### src/rtl/ple_pkg.sv
// ple_pkg: shared widths, operation and status codes, and types of the
// positional list engine; no dependencies, compiled first
package ple_pkg;

    // field widths of one request and one result
    localparam int OP_W   = 3;
    localparam int POS_W  = 6;
    localparam int DATA_W = 32;
    localparam int STAT_W = 2;
    localparam int LEN_W  = 6;

    // operation codes
    localparam logic [OP_W-1:0] OP_INSERT = 3'd0;
    localparam logic [OP_W-1:0] OP_DELETE = 3'd1;
    localparam logic [OP_W-1:0] OP_GET    = 3'd2;
    localparam logic [OP_W-1:0] OP_LOCATE = 3'd3;
    localparam logic [OP_W-1:0] OP_CLEAR  = 3'd4;

    // status codes
    localparam logic [STAT_W-1:0] STAT_OK        = 2'd0;
    localparam logic [STAT_W-1:0] STAT_BAD_POS   = 2'd1;
    localparam logic [STAT_W-1:0] STAT_FULL      = 2'd2;
    localparam logic [STAT_W-1:0] STAT_NOT_FOUND = 2'd3;

    typedef logic signed [DATA_W-1:0] t_data;

    // per-cell command for one cycle
    typedef struct packed {
        logic load;     // take the request value
        logic take_lo;  // take the lower neighbor's entry (insert shift)
        logic take_hi;  // take the upper neighbor's entry (delete shift)
        logic cmp;      // capture key compare result
    } t_cell_cmd;

    // one result transaction
    typedef struct packed {
        logic [STAT_W-1:0] status;
        t_data             read_value;
        logic [POS_W-1:0]  found_position;
        logic [LEN_W-1:0]  list_length;
    } t_rsp;

endpackage

### src/rtl/ple_req_if.sv
// ple_req_if: request channel of the positional list engine
// depends on ple_pkg
interface ple_req_if import ple_pkg::*; ();
    logic             valid;
    logic             ready;
    logic [OP_W-1:0]  op;
    logic [POS_W-1:0] position;
    t_data            value;

    modport source (output valid, output op, output position, output value, input ready);
    modport sink   (input valid, input op, input position, input value, output ready);
endinterface

### src/rtl/ple_rsp_if.sv
// ple_rsp_if: result channel of the positional list engine
// depends on ple_pkg
interface ple_rsp_if import ple_pkg::*; ();
    logic              valid;
    logic              ready;
    logic [STAT_W-1:0] status;
    t_data             read_value;
    logic [POS_W-1:0]  found_position;
    logic [LEN_W-1:0]  list_length;

    modport source (output valid, output status, output read_value,
                    output found_position, output list_length, input ready);
    modport sink   (input valid, input status, input read_value,
                    input found_position, input list_length, output ready);
endinterface

### src/rtl/ple_cell.sv
// ple_cell: one list slot; holds an entry, shifts with its neighbors and
// compares against a key; depends on ple_pkg
module ple_cell import ple_pkg::*; (
    input  logic      i_clk,
    input  t_cell_cmd i_cmd,
    input  t_data     i_value,
    input  t_data     i_lo_data,
    input  t_data     i_hi_data,
    output t_data     o_data,
    output logic      o_match
);

    t_data r_data;
    logic  r_match;

    // entry update: load, shift up from below, or shift down from above
    always_ff @(posedge i_clk) begin
        if (i_cmd.load) begin
            r_data <= i_value;
        end else if (i_cmd.take_lo) begin
            r_data <= i_lo_data;
        end else if (i_cmd.take_hi) begin
            r_data <= i_hi_data;
        end
    end

    // key compare, held for the search cycle
    always_ff @(posedge i_clk) begin
        if (i_cmd.cmp) begin
            r_match <= (r_data == i_value);
        end
    end

    assign o_data  = r_data;
    assign o_match = r_match;

endmodule

### src/rtl/positional_list_engine_core.sv
// positional_list_engine_core: top level, a row of ple_cell slots plus the
// length counter, request decode and result register
// depends on ple_pkg, ple_req_if, ple_rsp_if, ple_cell
//
// Usage:
//   i_req carries one request transaction (op, position, value); o_rsp returns
//   exactly one result transaction (status, read_value, found_position,
//   list_length) per request, in order.
//   Insert, delete, get, clear and unused codes finish in the accept cycle:
//   the result is valid in the cycle after acceptance, and a new request can
//   be taken every cycle while the receiver takes each result. The cells that
//   shift or load do so at that same edge. For locate, the cells register
//   their key compares at the accept edge, then a find-first over the row of
//   match bits fills the result register; i_req.ready is low while it searches.
//   The result register frees up in the cycle the receiver takes it, so a
//   request is accepted while a pending result is handed over.
//   If the receiver stalls, the result is held and i_req.ready stays low
//   until it is taken.
//   Reset holds i_req.ready low, empties the list (length zero) and drops any
//   pending result. Cell contents are not cleared; slots beyond the length
//   are never read.
module positional_list_engine_core import ple_pkg::*; #(
    parameter int DEPTH = 32
) (
    input  logic         i_clk,
    input  logic         i_rst_n,
    ple_req_if.sink      i_req,
    ple_rsp_if.source    o_rsp
);

    localparam int IDX_W = $clog2(DEPTH);
    localparam int CNT_W = $clog2(DEPTH + 1);
    localparam int CMP_W = ((CNT_W > POS_W) ? CNT_W : POS_W) + 1;

    localparam logic S_IDLE   = 1'b0;
    localparam logic S_SEARCH = 1'b1;

    logic             r_state;
    logic [CNT_W-1:0] r_count;
    logic [CNT_W-1:0] n_count;
    logic             r_out_valid;
    t_rsp             r_rsp;
    t_rsp             n_rsp;
    t_rsp             w_search_rsp;

    logic             w_accept;
    logic [CMP_W-1:0] w_pos_x;
    logic [CMP_W-1:0] w_cnt_x;
    logic [CMP_W-1:0] w_p0_x;
    logic [IDX_W-1:0] w_p0;
    logic             w_ins_ok;
    logic             w_del_ok;
    logic             w_rd_pos_ok;
    logic             w_ins_pos_ok;
    logic             w_full;

    t_cell_cmd        w_cmd [DEPTH];
    t_data            w_cell_data [DEPTH];
    logic [DEPTH-1:0] w_match;
    logic [DEPTH-1:0] w_live;
    logic [DEPTH-1:0] w_hits;
    logic [DEPTH-1:0] w_first;
    logic [IDX_W-1:0] w_hit_idx;

    // handshake
    assign i_req.ready = i_rst_n && (r_state == S_IDLE) && (!r_out_valid || o_rsp.ready);
    assign w_accept    = i_req.valid && i_req.ready;

    // position checks
    assign w_pos_x      = CMP_W'(i_req.position);
    assign w_cnt_x      = CMP_W'(r_count);
    assign w_p0_x       = w_pos_x - CMP_W'(1);
    assign w_p0         = w_p0_x[IDX_W-1:0];
    assign w_full       = (r_count == CNT_W'(DEPTH));
    assign w_ins_pos_ok = (w_pos_x != '0) && (w_pos_x <= w_cnt_x + CMP_W'(1));
    assign w_rd_pos_ok  = (w_pos_x != '0) && (w_pos_x <= w_cnt_x);
    assign w_ins_ok     = w_accept && (i_req.op == OP_INSERT) && w_ins_pos_ok && !w_full;
    assign w_del_ok     = w_accept && (i_req.op == OP_DELETE) && w_rd_pos_ok;

    // row of cells
    for (genvar g = 0; g < DEPTH; g++) begin : g_cell
        t_data w_lo;
        t_data w_hi;

        if (g == 0) begin : g_lo_edge
            assign w_lo = i_req.value;
        end else begin : g_lo_mid
            assign w_lo = w_cell_data[g-1];
        end
        if (g == DEPTH - 1) begin : g_hi_edge
            assign w_hi = w_cell_data[g];
        end else begin : g_hi_mid
            assign w_hi = w_cell_data[g+1];
        end

        assign w_cmd[g].load    = w_ins_ok && (CMP_W'(g) == w_p0_x);
        assign w_cmd[g].take_lo = w_ins_ok && (CMP_W'(g) >  w_p0_x);
        assign w_cmd[g].take_hi = w_del_ok && (CMP_W'(g) >= w_p0_x);
        assign w_cmd[g].cmp     = w_accept && (i_req.op == OP_LOCATE);

        ple_cell u_cell (
            .i_clk     (i_clk),
            .i_cmd     (w_cmd[g]),
            .i_value   (i_req.value),
            .i_lo_data (w_lo),
            .i_hi_data (w_hi),
            .o_data    (w_cell_data[g]),
            .o_match   (w_match[g])
        );

        assign w_live[g] = (CNT_W'(g) < r_count);
    end

    // request decode: result and next length for all ops but locate
    always_comb begin
        n_count              = r_count;
        n_rsp.status         = STAT_OK;
        n_rsp.read_value     = '0;
        n_rsp.found_position = '0;
        case (i_req.op)
            OP_INSERT: begin
                if (!w_ins_pos_ok) begin
                    n_rsp.status = STAT_BAD_POS;
                end else if (w_full) begin
                    n_rsp.status = STAT_FULL;
                end else begin
                    n_count = r_count + CNT_W'(1);
                end
            end
            OP_DELETE: begin
                if (!w_rd_pos_ok) begin
                    n_rsp.status = STAT_BAD_POS;
                end else begin
                    n_rsp.read_value = w_cell_data[w_p0];
                    n_count          = r_count - CNT_W'(1);
                end
            end
            OP_GET: begin
                if (!w_rd_pos_ok) begin
                    n_rsp.status = STAT_BAD_POS;
                end else begin
                    n_rsp.read_value = w_cell_data[w_p0];
                end
            end
            OP_CLEAR: begin
                n_count = '0;
            end
            default: begin
            end
        endcase
        n_rsp.list_length = LEN_W'(n_count);
    end

    // search cycle: first live match
    assign w_hits  = w_match & w_live;
    assign w_first = w_hits & (~w_hits + DEPTH'(1));

    always_comb begin
        w_hit_idx = '0;
        for (int j = 0; j < DEPTH; j++) begin
            if (w_first[j]) begin
                w_hit_idx = w_hit_idx | IDX_W'(j);
            end
        end
    end

    always_comb begin
        w_search_rsp.read_value  = '0;
        w_search_rsp.list_length = LEN_W'(r_count);
        if (w_hits != '0) begin
            w_search_rsp.status         = STAT_OK;
            w_search_rsp.found_position = POS_W'(w_hit_idx) + POS_W'(1);
        end else begin
            w_search_rsp.status         = STAT_NOT_FOUND;
            w_search_rsp.found_position = '0;
        end
    end

    // control state: sequencer, length, result valid
    always_ff @(posedge i_clk) begin
        if (!i_rst_n) begin
            r_state     <= S_IDLE;
            r_count     <= '0;
            r_out_valid <= 1'b0;
        end else begin
            r_count <= (w_accept) ? n_count : r_count;
            if (w_accept && (i_req.op == OP_LOCATE)) begin
                r_state <= S_SEARCH;
            end else begin
                r_state <= S_IDLE;
            end
            if ((w_accept && (i_req.op != OP_LOCATE)) || (r_state == S_SEARCH)) begin
                r_out_valid <= 1'b1;
            end else if (o_rsp.ready) begin
                r_out_valid <= 1'b0;
            end
        end
    end

    // result register
    always_ff @(posedge i_clk) begin
        if (w_accept && (i_req.op != OP_LOCATE)) begin
            r_rsp <= n_rsp;
        end else if (r_state == S_SEARCH) begin
            r_rsp <= w_search_rsp;
        end
    end

    assign o_rsp.valid          = r_out_valid;
    assign o_rsp.status         = r_rsp.status;
    assign o_rsp.read_value     = r_rsp.read_value;
    assign o_rsp.found_position = r_rsp.found_position;
    assign o_rsp.list_length    = r_rsp.list_length;

    // checks
    a_ins_grows: assert property (@(posedge i_clk) disable iff (!i_rst_n)
        w_ins_ok |=> (r_count == $past(r_count) + CNT_W'(1)))
        else $error("accepted insert did not grow the list by one");

    a_search_delivers: assert property (@(posedge i_clk) disable iff (!i_rst_n)
        (r_state == S_SEARCH) |=> r_out_valid)
        else $error("search cycle did not produce a result");

    a_search_blocks: assert property (@(posedge i_clk) disable iff (!i_rst_n)
        (r_state == S_SEARCH) |-> !i_req.ready)
        else $error("request taken during search cycle");

    a_found_ok: assert property (@(posedge i_clk) disable iff (!i_rst_n)
        (o_rsp.valid && (o_rsp.found_position != '0)) |-> (o_rsp.status == STAT_OK))
        else $error("found position reported with error status");

    a_len_bound: assert property (@(posedge i_clk) disable iff (!i_rst_n)
        w_accept |=> (r_count <= CNT_W'(DEPTH)))
        else $error("list length beyond depth");

endmodule
### src/flat_wrapper.sv
// flat-port wrapper written by rule: the top's interface ports become plain ports
module positional_list_engine_core_flat import ple_pkg::*;
#(
    parameter int DEPTH = 32
)
  (i_clk, i_rst_n, i_req_valid, i_req_op, i_req_position, i_req_value, i_req_ready, o_rsp_valid, o_rsp_status, o_rsp_read_value, o_rsp_found_position, o_rsp_list_length, o_rsp_ready);
  ple_req_if i_req_i ();
  ple_rsp_if o_rsp_i ();
  input  logic i_clk;
  input  logic i_rst_n;
  input wire logic [$bits(i_req_i.valid)-1:0] i_req_valid;
  input wire logic [$bits(i_req_i.op)-1:0] i_req_op;
  input wire logic [$bits(i_req_i.position)-1:0] i_req_position;
  input wire logic [$bits(i_req_i.value)-1:0] i_req_value;
  output wire logic [$bits(i_req_i.ready)-1:0] i_req_ready;
  output wire logic [$bits(o_rsp_i.valid)-1:0] o_rsp_valid;
  output wire logic [$bits(o_rsp_i.status)-1:0] o_rsp_status;
  output wire logic [$bits(o_rsp_i.read_value)-1:0] o_rsp_read_value;
  output wire logic [$bits(o_rsp_i.found_position)-1:0] o_rsp_found_position;
  output wire logic [$bits(o_rsp_i.list_length)-1:0] o_rsp_list_length;
  input wire logic [$bits(o_rsp_i.ready)-1:0] o_rsp_ready;
  assign i_req_i.valid = i_req_valid;
  assign i_req_i.op = i_req_op;
  assign i_req_i.position = i_req_position;
  assign i_req_i.value = i_req_value;
  assign i_req_ready = i_req_i.ready;
  assign o_rsp_valid = o_rsp_i.valid;
  assign o_rsp_status = o_rsp_i.status;
  assign o_rsp_read_value = o_rsp_i.read_value;
  assign o_rsp_found_position = o_rsp_i.found_position;
  assign o_rsp_list_length = o_rsp_i.list_length;
  assign o_rsp_i.ready = o_rsp_ready;
  positional_list_engine_core #(.DEPTH(DEPTH)) u_core (.i_clk(i_clk), .i_rst_n(i_rst_n), .i_req(i_req_i), .o_rsp(o_rsp_i));
endmodule
### config.mk
export PLATFORM = sky130hd
export DESIGN_NAME = positional_list_engine_core_flat
export DESIGN_NICKNAME = d
export VERILOG_FILES = /design/src/rtl/ple_pkg.sv /design/src/rtl/ple_req_if.sv /design/src/rtl/ple_rsp_if.sv /design/src/rtl/ple_cell.sv /design/src/rtl/positional_list_engine_core.sv /design/src/flat_wrapper.sv
export SDC_FILE = /design/constraint.sdc
export NUM_CORES = 2
export LEC_CHECK = 0
export BUFFER_PORTS_ARGS = -buffer_cell sky130_fd_sc_hd__buf_2
export CAP_MARGIN = 20
export CORE_MARGIN = 1.5
export CORE_UTILIZATION = 51
export DETAILED_ROUTE_END_ITERATION = 8
export HOLD_SLACK_MARGIN = 0.08
export MAX_ROUTING_LAYER = met4
export PLACE_DENSITY = 0.76
export SYNTH_ARGS = -nofsm -noshare
export SYNTH_HDL_FRONTEND = slang
export SYNTH_HIERARCHICAL = 1
export SYNTH_SLANG_ARGS = --single-unit
### constraint.sdc
create_clock -name i_clk -period 5.6 [get_ports i_clk]
set_clock_uncertainty 0.2 [all_clocks]
set_input_delay 0.56 -clock i_clk [delete_from_list [all_inputs] [get_ports i_clk]]
set_output_delay 0.56 -clock i_clk [all_outputs]
set_load 0.01 [all_outputs]
==> flow_metrics.py <==
metrics = {
    "grt": {
        "grt_max_degree": 86,
        "antenna_found_initial": 40,
        "grt_first_pass_wirelength_um": 378000,
        "first_global_vias": 56341,
        "grt_overflow": 0,
        "grt.total_usage_pct": 33.8,
    },
    "floorplan": {
        "core_area_mm2": 0.150,
        "die_x_um": 392,
        "start_util_pct": 51.4,
        "ios": 93,
        "die-area_mm2": 0.153,
        "die_height_um": 392,
        "rows": 142,
    },
    "synth": {
        "synth.net_count": 7093,
        "synthSimpleGateAreaFrac_pct": 10.1,
        "yosysTopAreaCell": "edfxtp_1",
        "synthMuxAreaShare_pct": 22.6,
        "synth_top_family_by_area": "multiplexers",
        "ys_seq_area_share_pct": 43.1,
        "synthCells": 7027,
        "yosys_warnings": 6,
        "synth_top_area_share_pct": 42.7,
        "synth_compound_area_share_pct": 8.56,
        "synth_edf_count": 1096,
        "ys_types": 78,
        "synth_ff_type": "edfxtp_1",
        "synth.ff_latch_count": 1110,
        "netlist_area_mm2": 0.0770,
        "async_flop_share_pct": 0,
        "syn_area_per_cell_um2": 11.0,
        "synth.area.top_cells": "edfxtp_1 43%, mux2i_1 14%, xor2_1 12%",
        "synth_fa_ha_area_share_pct": 0.341,
        "synth_xor_area_share_pct": 11.7,
    },
    "detailed_routing": {
        "wire_per_inst_um": 28.0,
        "via_per_inst": 6.59,
        "drc": 0,
        "postRouteWirelength_um": 256000,
        "antenna_left": 0,
        "drt_iter0_drc": 9011,
        "drt_pass1_iterations": 6,
        "dr_total_vias": 60317,
    },
    "power": {
        "power.switching_mw": 5.07,
        "seqPwrFrac_pct": 47.0,
        "powerDensity_mw_per_mm2": 229,
        "p_comb_share_pct": 10.9,
        "ir_worst_vdd_uv": 340,
        "power.leakage_nw": 25.5,
        "p_total_mw": 19.4,
        "p_int_mw": 14.3,
        "power.share.clock_pct": 42.0,
        "switching_share_pct": 26.2,
    },
    "sta": {
        "slew_violations": 0,
        "period_needed_ps": 5010,
        "worst_pin_slew_ps": 1150,
        "rsz0062_at_grt": "no",
        "setup_tns_ps": 0,
        "max_freq_mhz": 199,
        "timing.slew.headroom_pct": 22.7,
        "finalSetupViolations": 0,
        "period_share_pct": 89.6,
        "timing_hold_violations_final": 0,
    },
    "critical_path": {
        "cp_slowest_cell": "nor4b_4",
        "crit_path_max_incr_delay_ps": 550,
        "required_ps": 6140,
        "crit_chain": "buf_4 > inv_1 > ha_1 > nor2b_1 > o21ai_0 > a2111oi_2 > nor4b_4 > nand4_1 > o311a_1 > nor4b_4 > inv_1 > ha_1 > o21ai_0 > or4_1 > nand3_1",
        "path_class": "reg -> reg",
        "cp-start-kind": "register",
        "end_kind": "register",
        "cp_max_fo": 12,
        "cp.arrival_ps": 5550,
    },
    "placed_design": {
        "routabilityCongestion": 1.04,
        "place_area_mm2": 0.0805,
        "dpl.hpwl_um": 188000,
        "port_buffers": 92,
    },
    "flow_run": {
        "maxCapViolations": 0,
    },
    "clock_network": {
        "clock_sinks": 1110,
        "clk_latency_ps": 800,
        "numCtsBuffers": 130,
        "cts_root_buf": "clkbuf_16",
        "cts_resized": 0,
        "cts_setup_buffers": 0,
        "cts_tree": "built",
        "htreeDepth": 4,
        "clk_path_buf_depth": 3,
        "hold_buffers": 10,
        "clkSlewWorstSetupHoldPaths_ps": 60,
    },
    "layout": {
        "drive_gt1_share_pct": 12.3,
        "fin_area_mm2": 0.0846,
        "fill_cells": 12348,
        "synthToLayoutAreaGrowth_pct": 9.81,
        "final_common_cell": "nand2_1",
        "layout.nets": 7088,
        "layout_common_cells": "1131 x nand2_1, 1096 x edfxtp_1, 1072 x mux2i_1",
    },
    "outcome": {
        "run_status": "completed",
    },
    "worst_hold_path": {
        "min_path_type": "in -> reg",
    },
}
worst max-delay path, delay by kind of cell (launching register included):
| family | cells | cell delay (ps) |
|---|---|---|
| flip-flops | 1 | 290 |
| adder cells (fa/ha/maj) | 2 | 630 |
| buffers and inverters | 3 | 500 |
| AO/OA/AOI/OAI | 4 | 1130 |
| AND/OR/NAND/NOR | 6 | 2210 |
synthesized netlist by cell type, types with 14 or more instances:
master / number
buf_6: 97
nor4_1: 259
a21oi_1: 74
buf_1: 40
xor2_1: 1028
mux4_2: 296
buf_2: 67
nand3_1: 26
edfxtp_1: 1096
a31oi_1: 14
ha_1: 21
o21ai_0: 1063
nor3_1: 24
nand4_1: 69
clkbuf_1: 233
or3_1: 38
nor2_1: 136
inv_1: 26
buf_4: 32
nand2_1: 1131
mux2i_1: 1072
dfxtp_1: 14
o22ai_1: 29
power groups by stage:
| stage | Sequential, mW | Clock [mW] | Combinational (mW) |
|---|---|---|---|
| floorplan | 9.27 | 0 | 1.05 |
| global placement | 9.29 | 0 | 2.01 |
| detailed placement | 9.29 | 0 | 2.02 |
| CTS | 9.11 | 8.20 | 2.04 |
| global route | 9.11 | 8.49 | 2.18 |
| finish | 9.11 | 8.15 | 2.12 |
registers in the layout, summed over array words and instances, names as in the netlist, 2 cells and up:
name	cells
u_core/g_cell.u_cell/o_data	1024
u_core/g_cell.u_cell/o_match	32
u_core/o_rsp.read_value	32
u_core/o_rsp.found_position	6
u_core/o_rsp.list_length	6
u_core/r_count	6
u_core/o_rsp.status	2
through the flow:
| stage | util (%) | instances | setup slack [ps] | hold WS (ps) |
|---|---|---|---|---|
| CTS | 56.4 | 9140 | 558 | 104 |
| detailed placement | 53.7 | 8896 | 602 | 257 |
| finish | 56.4 | 9157 | 585 | 153 |
| floorplan | - | 7027 | 649 | 282 |
| global route | 56.4 | 9155 | 275 | 141 |
| global placement | 53.7 | 8896 | 570 | 243 |
final cells by class:
class	instances	area [µm²]	share of cell area, %
Multi-Input combinational cell	5420	41700	49.2
Sequential cell	1110	33200	39.2
Clock buffer	168	3510	4.15
Timing Repair Buffer	332	3140	3.71
Tap cell	2016	2520	2.98
Clock inverter	66	438	0.518
Inverter	28	106	0.126
Antenna cell	17	42.5	0.0503
path summary, 6_finish.rpt:
kind / from / to / slack [ps] / cells past startpoint
max reg2reg: u_core/r_count[1] / u_core/o_rsp.found_position[4] / 590 / 15
min: i_req_value[7] / u_core/g_cell[7].u_cell/o_data[7] / 150 / 3
max: u_core/r_count[1] / u_core/o_rsp.found_position[4] / 590 / 15
min reg2reg: u_core/o_rsp.found_position[0] / u_core/o_rsp.found_position[0] / 270 / 2
layer usage:
layer  up-vias  GRT usage (%)  wire (µm)
met5         -              -          0
met4         0           15.6      13700
met3       605           7.63      29700
met2      3966           51.3     118000
met1     29663           43.2      95500
li1      26083              -          -
cell families (layout without fill, tap and decap cells):
kind of cell / count (synthesis) / after routing
XOR/XNOR: 1033 / 1033
adder cells (fa/ha/maj): 21 / 21
AO/OA/AOI/OAI: 1256 / 1256
flip-flops: 1110 / 1110
other: 0 / 17
AND/OR/NAND/NOR: 1742 / 1742
multiplexers: 1368 / 1368
buffers and inverters: 497 / 594
Note: power is estimated with default switching activity, not from simulation.
